===== src/sv/ils_pkg.sv =====
package ils_pkg;

    localparam int MAX_LEN = 255;
    localparam int CNT_W   = $clog2(MAX_LEN + 1);

    typedef logic [CNT_W-1:0] cnt_t;

    typedef enum logic [1:0] {
        ST_INT     = 2'd0,
        ST_NOMATCH = 2'd1,
        ST_BAD     = 2'd2,
        ST_FLOAT   = 2'd3
    } status_t;

    typedef enum logic [2:0] {
        PH_IDLE    = 3'd0,
        PH_ZERO    = 3'd1,
        PH_PREFIX  = 3'd2,
        PH_DIGITS  = 3'd3,
        PH_DOT     = 3'd4,
        PH_SUFFIX  = 3'd5,
        PH_SUFFIX2 = 3'd6
    } phase_t;

    typedef enum logic [1:0] {
        RX_DEC = 2'd0,
        RX_HEX = 2'd1,
        RX_OCT = 2'd2,
        RX_BIN = 2'd3
    } radix_t;

    typedef enum logic [1:0] {
        SFX_NONE = 2'd0,
        SFX_16   = 2'd1,
        SFX_32   = 2'd2,
        SFX_64   = 2'd3
    } sfx_t;

    typedef struct packed {
        logic [7:0] ch;
        logic       end_of_input;
    } in_beat_t;

    typedef struct packed {
        status_t     status;
        logic [63:0] value;
        logic        is_unsigned;
        logic [6:0]  bit_width;
        logic [7:0]  consumed_length;
    } out_beat_t;

    function automatic logic [7:0] len8(input cnt_t len);
        logic [31:0] wide;
        wide = 32'(len);
        return wide[7:0];
    endfunction

endpackage


===== src/sv/integer_literal_scanner.sv =====
// Integer literal scanner, one character beat per cycle.
// Result: the outcome is written into the output register when the beat that ends
// the literal is accepted.
// Throughput: one input beat per cycle; s_ready drops only while a result is held
// and m_ready is low.
// Reset (aresetn low, synchronous): scan state returns to idle, the output is emptied.
module integer_literal_scanner (
    input  logic                 aclk,
    input  logic                 aresetn,
    input  logic                 s_valid,
    output logic                 s_ready,
    input  ils_pkg::in_beat_t    s_data,
    output logic                 m_valid,
    input  logic                 m_ready,
    output ils_pkg::out_beat_t   m_data
);
    import ils_pkg::*;

    phase_t      phase_reg,   phase_next;
    radix_t      radix_reg,   radix_next;
    logic [63:0] acc_reg,     acc_next;
    logic        seen_reg,    seen_next;
    cnt_t        cnt_reg,     cnt_next;
    logic        uns_reg,     uns_next;
    sfx_t        sfx_reg,     sfx_next;
    logic        m_valid_reg;
    out_beat_t   m_data_reg;

    logic        accept;
    logic        fin;
    status_t     fin_status;
    logic [6:0]  fin_width;
    cnt_t        fin_len;

    logic [7:0]  ch;
    logic        eoi;
    logic        full;
    cnt_t        cnt_inc;
    radix_t      rad_e;
    logic        seen_e;
    logic [4:0]  dval;
    logic        dv_ok;
    logic        is_dec;
    logic        is_sep;
    logic [63:0] acc_mac;

    assign s_ready = !m_valid_reg || m_ready;
    assign accept  = s_valid && s_ready;
    assign ch      = s_data.ch;
    assign eoi     = s_data.end_of_input;
    assign full    = (32'(cnt_reg) >= MAX_LEN);
    assign cnt_inc = cnt_reg + cnt_t'(1);
    assign is_dec  = (ch >= "0") && (ch <= "9");
    assign is_sep  = (ch == " ") || (ch == ")") || (ch == ",") || (ch == ";") ||
                     (ch == ":") || (ch == 8'h0a) || (ch == 8'h0d);

    // Entering the digit run from a lone zero or a radix prefix starts with no digit seen.
    always_comb begin
        rad_e  = radix_reg;
        seen_e = seen_reg;
        if (phase_reg == PH_ZERO) begin
            rad_e  = RX_OCT;
            seen_e = 1'b0;
        end else if (phase_reg == PH_PREFIX) begin
            seen_e = 1'b0;
        end
    end

    always_comb begin
        dval = 5'h1f;
        if (is_dec) begin
            dval = 5'(ch - "0");
        end else if ((ch >= "a") && (ch <= "f")) begin
            dval = 5'(ch - "a") + 5'd10;
        end else if ((ch >= "A") && (ch <= "F")) begin
            dval = 5'(ch - "A") + 5'd10;
        end
        case (rad_e)
            RX_DEC:  dv_ok = (dval < 5'd10);
            RX_HEX:  dv_ok = (dval < 5'd16);
            RX_OCT:  dv_ok = (dval < 5'd8);
            RX_BIN:  dv_ok = (dval < 5'd2);
            default: dv_ok = 1'b0;
        endcase
    end

    // Multiply by the radix as shifts, then add the digit.
    always_comb begin
        case (rad_e)
            RX_DEC:  acc_mac = (acc_reg << 3) + (acc_reg << 1);
            RX_HEX:  acc_mac = acc_reg << 4;
            RX_OCT:  acc_mac = acc_reg << 3;
            RX_BIN:  acc_mac = acc_reg << 1;
            default: acc_mac = acc_reg;
        endcase
        acc_mac = acc_mac + 64'(dval[3:0]);
    end

    always_comb begin
        phase_next = phase_reg;
        radix_next = radix_reg;
        acc_next   = acc_reg;
        seen_next  = seen_reg;
        cnt_next   = cnt_reg;
        uns_next   = uns_reg;
        sfx_next   = sfx_reg;
        fin        = 1'b0;
        fin_status = ST_INT;
        fin_width  = 7'd64;
        fin_len    = cnt_reg;

        case (phase_reg)
            PH_IDLE: begin
                if (!eoi) begin
                    if (ch == "0") begin
                        phase_next = PH_ZERO;
                        cnt_next   = cnt_t'(1);
                    end else if (is_dec) begin
                        radix_next = RX_DEC;
                        acc_next   = 64'(dval[3:0]);
                        seen_next  = 1'b1;
                        cnt_next   = cnt_t'(1);
                        phase_next = PH_DIGITS;
                    end else begin
                        fin        = 1'b1;
                        fin_status = ST_NOMATCH;
                        fin_len    = '0;
                    end
                end
            end
            PH_ZERO, PH_PREFIX, PH_DIGITS: begin
                if (phase_reg == PH_ZERO && eoi) begin
                    fin     = 1'b1;
                    fin_len = cnt_t'(1);
                end else if (phase_reg == PH_ZERO && (ch == "x" || ch == "b")) begin
                    radix_next = (ch == "x") ? RX_HEX : RX_BIN;
                    cnt_next   = cnt_t'(2);
                    phase_next = PH_PREFIX;
                end else if (phase_reg == PH_PREFIX && eoi) begin
                    fin        = 1'b1;
                    fin_status = ST_BAD;
                    fin_len    = cnt_t'(1);
                end else begin
                    radix_next = rad_e;
                    seen_next  = seen_e;
                    phase_next = PH_DIGITS;
                    if (eoi) begin
                        fin = 1'b1;
                    end else if (dv_ok) begin
                        if (full) begin
                            fin        = 1'b1;
                            fin_status = ST_BAD;
                        end else begin
                            acc_next  = acc_mac;
                            cnt_next  = cnt_inc;
                            seen_next = 1'b1;
                        end
                    end else if (ch == "_" && seen_e) begin
                        if (full) begin
                            fin        = 1'b1;
                            fin_status = ST_BAD;
                        end else begin
                            cnt_next = cnt_inc;
                        end
                    end else if (!seen_e && (rad_e == RX_HEX || rad_e == RX_BIN)) begin
                        fin        = 1'b1;
                        fin_status = ST_NOMATCH;
                        fin_len    = '0;
                    end else if (ch == "e" || ch == "E") begin
                        fin        = 1'b1;
                        fin_status = full ? ST_BAD : ST_FLOAT;
                        fin_len    = full ? cnt_reg : cnt_inc;
                    end else if (ch == ".") begin
                        if (full) begin
                            fin        = 1'b1;
                            fin_status = ST_BAD;
                        end else begin
                            cnt_next   = cnt_inc;
                            phase_next = PH_DOT;
                        end
                    end else if (is_sep) begin
                        fin = 1'b1;
                    end else if (ch == "u" || ch == "i") begin
                        if (full) begin
                            fin        = 1'b1;
                            fin_status = ST_BAD;
                        end else begin
                            uns_next   = (ch == "u");
                            cnt_next   = cnt_inc;
                            phase_next = PH_SUFFIX;
                        end
                    end else begin
                        fin        = 1'b1;
                        fin_status = ST_BAD;
                    end
                end
            end
            PH_DOT: begin
                fin = 1'b1;
                if (!eoi && is_dec) begin
                    fin_status = full ? ST_BAD : ST_FLOAT;
                    fin_len    = full ? cnt_reg : cnt_inc;
                end else begin
                    fin_status = ST_BAD;
                    fin_len    = cnt_reg - cnt_t'(1);
                end
            end
            PH_SUFFIX: begin
                if (eoi) begin
                    fin        = 1'b1;
                    fin_status = ST_BAD;
                end else if (ch == "8") begin
                    fin        = 1'b1;
                    fin_status = full ? ST_BAD : ST_INT;
                    fin_width  = 7'd8;
                    fin_len    = full ? cnt_reg : cnt_inc;
                end else if (ch == "1" || ch == "3" || ch == "6") begin
                    if (full) begin
                        fin        = 1'b1;
                        fin_status = ST_BAD;
                    end else begin
                        sfx_next   = (ch == "1") ? SFX_16 : (ch == "3") ? SFX_32 : SFX_64;
                        cnt_next   = cnt_inc;
                        phase_next = PH_SUFFIX2;
                    end
                end else begin
                    fin        = 1'b1;
                    fin_status = ST_BAD;
                end
            end
            PH_SUFFIX2: begin
                fin        = 1'b1;
                fin_status = ST_BAD;
                if (!eoi && ((sfx_reg == SFX_16 && ch == "6") ||
                             (sfx_reg == SFX_32 && ch == "2") ||
                             (sfx_reg != SFX_16 && sfx_reg != SFX_32 && ch == "4"))) begin
                    fin_status = full ? ST_BAD : ST_INT;
                    fin_len    = full ? cnt_reg : cnt_inc;
                    case (sfx_reg)
                        SFX_16:  fin_width = 7'd16;
                        SFX_32:  fin_width = 7'd32;
                        default: fin_width = 7'd64;
                    endcase
                end
            end
            default: begin
                phase_next = PH_IDLE;
            end
        endcase

        if (fin || phase_next == PH_IDLE) begin
            phase_next = PH_IDLE;
            radix_next = RX_DEC;
            acc_next   = '0;
            seen_next  = 1'b0;
            cnt_next   = '0;
            uns_next   = 1'b0;
            sfx_next   = SFX_NONE;
        end
    end

    always_ff @(posedge aclk) begin
        if (!aresetn) begin
            phase_reg <= PH_IDLE;
            radix_reg <= RX_DEC;
            acc_reg   <= '0;
            seen_reg  <= 1'b0;
            cnt_reg   <= '0;
            uns_reg   <= 1'b0;
            sfx_reg   <= SFX_NONE;
        end else if (accept) begin
            phase_reg <= phase_next;
            radix_reg <= radix_next;
            acc_reg   <= acc_next;
            seen_reg  <= seen_next;
            cnt_reg   <= cnt_next;
            uns_reg   <= uns_next;
            sfx_reg   <= sfx_next;
        end
    end

    always_ff @(posedge aclk) begin
        if (!aresetn) begin
            m_valid_reg <= 1'b0;
        end else if (accept && fin) begin
            m_valid_reg <= 1'b1;
        end else if (m_ready) begin
            m_valid_reg <= 1'b0;
        end
    end

    always_ff @(posedge aclk) begin
        if (accept && fin) begin
            m_data_reg.status          <= fin_status;
            m_data_reg.value           <= (fin_status == ST_INT) ? acc_reg : 64'd0;
            m_data_reg.is_unsigned     <= (fin_status == ST_INT) && uns_reg;
            m_data_reg.bit_width       <= (fin_status == ST_INT) ? fin_width : 7'd64;
            m_data_reg.consumed_length <= len8(fin_len);
        end
    end

    assign m_valid = m_valid_reg;
    assign m_data  = m_data_reg;

endmodule

===== config.mk =====
export PLATFORM = sky130hd
export DESIGN_NAME = integer_literal_scanner
export DESIGN_NICKNAME = d
export VERILOG_FILES = /design/src/sv/ils_pkg.sv /design/src/sv/integer_literal_scanner.sv
export SDC_FILE = /design/constraint.sdc
export NUM_CORES = 1
export LEC_CHECK = 0
export BUFFER_PORTS_ARGS = -buffer_cell sky130_fd_sc_hd__buf_2
export CAP_MARGIN = 5
export CORE_MARGIN = 10
export CORE_UTILIZATION = 35
export CTS_BUF_LIST = sky130_fd_sc_hd__clkbuf_4
export CTS_CLUSTER_DIAMETER = 100
export CTS_CLUSTER_SIZE = 16
export DETAILED_ROUTE_END_ITERATION = 7
export GPL_TIMING_DRIVEN = 0
export PLACE_DENSITY = 0.61
export SLEW_MARGIN = 20
export SYNTH_ARGS = -nofsm -noshare
export SYNTH_HDL_FRONTEND = slang
export SYNTH_SLANG_ARGS = --single-unit

===== constraint.sdc =====
create_clock -name aclk -period 9.83 [get_ports aclk]
set_input_delay 1.966 -clock aclk [delete_from_list [all_inputs] [get_ports aclk]]
set_output_delay 1.966 -clock aclk [all_outputs]
set_load 0.05 [all_outputs]

# [After elaboration in Yosys (flattened, before gate mapping)]
# Cells that the tools add are included.
[totals] out_inout_bits=84 rom_bits=0 register_bits=164 wordCells=321 latch_bits=0 mem_count=0 input_bits=13 ram_bits=0
[classes] n_shift=0 multipliers=0 magnitude_cmp=11 eq_ne=66 reduce_logical=55 div_mod_pow=0 n_mux=167 bitwise_logic=0 addsub=9
[op_table] operator="64-bit two-way mux" count=10
[op_table] operator="8-bit two-way mux" count=34
[op_table] operator="64-bit one-hot mux with 4 select lines" count=1
[op_table] operator="64-bit one-hot mux with 2 select lines" count=1
[op_table] operator="8-bit by 6-bit equality test with 1-bit output (second input constant)" count=13
[op_table] operator="64-bit by 4-bit adder with 64-bit output" count=1
[op_table] operator="64-bit adder" count=1
[op_table] operator="2-bit two-way mux" count=32
[op_table] operator="3-bit two-way mux" count=21
[op_table] operator="8-bit by 7-bit equality test with 1-bit output (second input constant)" count=7
[op_table] operator="1-bit two-way mux" count=52
[op_table] operator="8-bit one-hot mux with 5 select lines" count=1
[op_table] operator="3-bit inequality test (second input constant)" count=12
[op_table] operator="7-bit one-hot mux with 2 select lines" count=2
[op_table] operator="14-bit AND reduction" count=2
[op_table] operator="2-bit by 1-bit inequality test with 1-bit output (second input constant)" count=13
[op_table] operator="8-bit one-hot mux with 3 select lines" count=1
[op_table] operator="7-bit two-way mux" count=3
[op_table] operator="1-bit logical AND" count=17
[op_table] operator="8-bit by 4-bit equality test with 1-bit output (second input constant)" count=2
[op_table] operator="8-bit by 7-bit >= comparator with 1-bit output (second input constant)" count=2
[op_table] operator="8-bit by 7-bit less-or-equal comparator with 1-bit output (second input constant)" count=2
[op_table] operator="1-bit logical OR" count=16
[op_table] operator="5-bit two-way mux" count=3
[op_table] operator="other kinds (37)" count=59

# [Logic depth before layout (Yosys ltp)]
[depth] ltp_word=22 depth_mapped=22 mapped_depth_nobuf=18

# [Worst setup path before layout]
# No wires, ideal clock.
[synth_path] path_type="input-to-reg" from="in s_data[2] (netlist bit)" to="reg m_data_reg (netlist bit m_data[0]), enable pin" required_time_ps=9383 cell_stages=10 n_path_buf=1 path_slack_ps=3540 arrival_ps=5843 setup_ps=447 cell_sequence="inv_1 ha_1 clkbuf_1 or3b_2 nand4_1 o22ai_1 a31o_2 a21oi_1 a221o_1 and2_1"
[synth_between] elab_chain_cells=19 elab_cells_between_ends=74 classes_between="add/sub (5); order compare (10); eq/ne (20); mux (22); reduce/logical (17)"
[synth_lines] item="start, declared" line="integer_literal_scanner.sv:12" rtl="input ils_pkg::in_beat_t s_data,"
[synth_lines] item="parallel branches: the longest is 17 deep, another holds 5-bit by 1-bit subtractor with 5-bit output"
[synth_lines] item="1-bit one-hot mux with 4 select lines *" line="integer_literal_scanner.sv:112" rtl="case (phase_reg)"
[synth_lines] item="1-bit logical AND *" line="integer_literal_scanner.sv:293" rtl="if (accept && fin) begin"
[synth_lines] item="end, declared" line="integer_literal_scanner.sv:27" rtl="out_beat_t m_data_reg;"
# Mark *: on every way between the ends.
# A chain may end at the register's enable or synchronous reset.

# [Final worst setup path]
[layout_path] from="in s_data[2] (netlist bit)" to="reg m_data_reg (netlist bit m_data[50]) (data pin)"
[layout_between] elab_chain_cells=19 elab_cells_between_ends=85 classes_between="add/sub (5); order compare (10); eq/ne (22); mux (24); reduce/logical (24)"
[layout_lines] item="parallel branches: the longest is 17 deep, another holds 5-bit by 1-bit subtractor with 5-bit output"
[layout_lines] item="2-bit one-hot mux with 5 select lines *" line="integer_literal_scanner.sv:112"
[layout_lines] item="net fin_status[1]" line="integer_literal_scanner.sv:31" rtl="status_t fin_status;"
[layout_lines] item="2-bit logical NOT *" line="integer_literal_scanner.sv:295" rtl="m_data_reg.value <= (fin_status == ST_INT) ? acc_reg : 64'd0;"
# Mark *: on every way through the listed nets, which the timed path passes.

==> results.cfg <==
[logic_synthesis]
ys_ff_latch = 161
synth_cell_type_count = 103
synth_area_sq_um = 15500
synth_ff_type = dfxtp_1
syn_area_per_cell_sq_um = 7.59
synth_warnings = 0
synthesis.instances = 2046
seq_area_frac_synth = 0.258
synth_edf_count = 79
synth-async-reset-ratio = 0

[grt]
antenna_found_initial = 2
grt_max_degree = 48
grt_pass1_vias = 15682
grt_pass1_wl_mm = 96.4
grt.total_usage = 0.229
overflow = 0

[clock_tree]
post_cts_buffers = 0
cts_hold_buf = 0
numCtsBuffers = 17
clkTransAtPathRegs_ns = 0.13
cts.root.buffer_cell = clkbuf_4
cts_resized = 0
clock-sinks = 161
htree_levels = 4
insertion_delay_ns = 0.65
cts_tree = yes
clock_path_buffers = 2

[critical_path]
crit_path_end = m_data[50]$_SDFFCE_PP0P_
path_cells = buf_2 -> inv_1 -> ha_1 -> clkbuf_1 -> o21ba_2 -> o21ai_1 -> o22ai_1 -> a31o_2 -> a21oi_1 -> nand2_1 -> nor3_1 -> nor3_1 -> o31ai_1 -> nor2_2 -> clkbuf_1 -> and2_1
r2r_end = acc_reg[42]$_SDFFE_PN0P_
worst_setup_path_end_kind = flop
crit_path_max_fanout = 10
cpPeakStageDelay_ns = 0.72
rr_worst_depth = 20
r2r-start = phase_reg[0]$_SDFFE_PN0P_
arrival_ns = 7.08
startpoint_type = primary input
crit_start = s_data[2]
slowest_stage = o31ai_1
ff2ff_setup_slack_ns = 3.22
crit_type = in2reg
required_ns = 10.21

[sta]
finalCriticalPeriod_ns = 6.70
hold_viol = 0
setup_viol = 0
period_share = 0.681
max_slew_margin = 0.177
maxSlewViolCount = 0
fin_tns_setup_ns = 0
rsz0062_at_grt = no
timing.fmax_ghz = 0.149
fin_skew_ns = 0.0311
worst_pin_slew_ns = 1.22

[cells_and_area]
fin_nets = 2249
final.fill_count = 4622
drive_above_1_share = 0.109
largest_reg_flops = 79
multi_input_comb_area_sq_um = 10800
regArea_sq_um = 4010
area_delta_synth_final_pct = 9.82
stdcell_count = 2767

[routing]
vias_per_cell = 6.24
wl_per_cell_um = 23.0
antenna_left = 0
dr_total_vias = 17256
routed_wl_mm = 63.5
drtIter0Drc = 1922
drc = 0
first_pass_iters = 8

[floorplan]
core_area_sq_um = 44000
fp.dieW_um = 231
die_y_um = 231
num_rows = 77
initial_core_util = 0.353
ioPinCount = 97
die_area_sq_um = 53200

[placed_design]
place_congestion = 0.998
dpl.hpwl_mm = 49.5
io_buffers = 92
placed_cells = 2734

[power]
power.leakage_nw = 6.13
power_density_nw_per_um2 = 74.8
peakVddDrop_v = 0.0000748
power_mw = 1.28

[run]
maxCapViolCount = 0

[status]
status = complete, no violations

[min_path]
hold_class = reg2reg
## worst min-delay path by stage
| stage | cells after the start | start | to | slack [ns] |
|---|---|---|---|---|
| 2_1_floorplan | 2 | acc_reg[63]$_SDFFE_PN0P_ | acc_reg[63]$_SDFFE_PN0P_ | 0.42 |
| 3_3_place_gp | 2 | acc_reg[63]$_SDFFE_PN0P_ | acc_reg[63]$_SDFFE_PN0P_ | 0.43 |
| 3_5_place_dp | 2 | acc_reg[63]$_SDFFE_PN0P_ | acc_reg[63]$_SDFFE_PN0P_ | 0.44 |
| 4_1_cts | 2 | acc_reg[63]$_SDFFE_PN0P_ | acc_reg[63]$_SDFFE_PN0P_ | 0.48 |
| 5_1_grt | 2 | acc_reg[63]$_SDFFE_PN0P_ | acc_reg[63]$_SDFFE_PN0P_ | 0.51 |
| 6_report | 2 | acc_reg[63]$_SDFFE_PN0P_ | acc_reg[63]$_SDFFE_PN0P_ | 0.48 |
## per-stage QoR
stage	instance area [sq um]	setup slack [ns]	hold slack [ns]	utilization
after detailed placement	16800	2.38	0.440	0.381
after global placement	16700	1.62	0.431	0.380
after CTS	17100	3.06	0.475	0.387
final	17100	3.13	0.485	0.388
after floorplan	15500	3.54	0.417	-
after global routing	17100	2.88	0.507	0.388
## layout make-up
type	instances	share of cell area
multi-input combinational	1717	0.633
sequential	161	0.235
tap	592	0.0434
buffer	135	0.0364
timing repair buffer	94	0.0290
clock buffer	19	0.00836
inverter	35	0.00770
clock inverter	13	0.00675
antenna	1	0.000147
## routing by layer
layer,up-vias,track usage,part of all wire
met2,853,0.368,0.46
met1,8347,0.312,0.44
met4,2,0.0752,0.026
met3,100,0.0296,0.080
li1,7954,-,-
met5,-,0,0.00020
## cells in the final DEF (no fill, tap or decap), types with 34 or more instances in the layout
cell type / n
a21oi_1: 179
and2_1: 81
buf_2: 124
clkbuf_1: 79
dfxtp_1: 82
edfxtp_1: 79
ha_1: 73
nand2_1: 214
nand3_1: 70
nand4_1: 41
nor2_1: 178
nor3_1: 83
o21ai_0: 136
o22ai_1: 54
xnor2_1: 42
xor2_1: 34
## cell usage after synthesis (54+ instances only)
| library cell | number | area share |
|---|---|---|
| o22ai_1 | 54 | 0.022 |
| o21ai_0 | 136 | 0.044 |
| dfxtp_1 | 82 | 0.11 |
| clkbuf_1 | 79 | 0.019 |
| nand2_1 | 214 | 0.052 |
| nand3_1 | 70 | 0.023 |
| ha_1 | 73 | 0.059 |
| nor3_1 | 84 | 0.027 |
| and2_1 | 82 | 0.033 |
| nor2_1 | 179 | 0.043 |
| edfxtp_1 | 79 | 0.15 |
| a21oi_1 | 179 | 0.058 |
## worst max-delay path, delay by kind of cell
kind,cells,cell delay [ns]
AOI/OAI and AO/OA,6,2.89
adders and majority gates,1,0.18
buffers and inverters,4,0.83
and+or+nand+nor,5,1.19
## where the power goes
part | total [mW] | internal, mW | switching, mW
Sequential | 0.722 | 0.716 | 0.00577
Combinational | 0.159 | 0.0339 | 0.125
Clock | 0.395 | 0.131 | 0.264
Total | 1.28 | 0.882 | 0.394
## kinds of logic after synthesis
kind of cell	after synthesis	share of synthesized area
multiplexers	38	0.0253
AO/OA/AOI/OAI	676	0.282
buffers and inverters	170	0.0484
flip-flops	161	0.258
other	1	0.000241
adder cells (fa/ha/maj)	75	0.0614
XOR/XNOR	76	0.0428
AND/OR/NAND/NOR	849	0.281
Note: power is estimated with default switching activity, not from simulation.
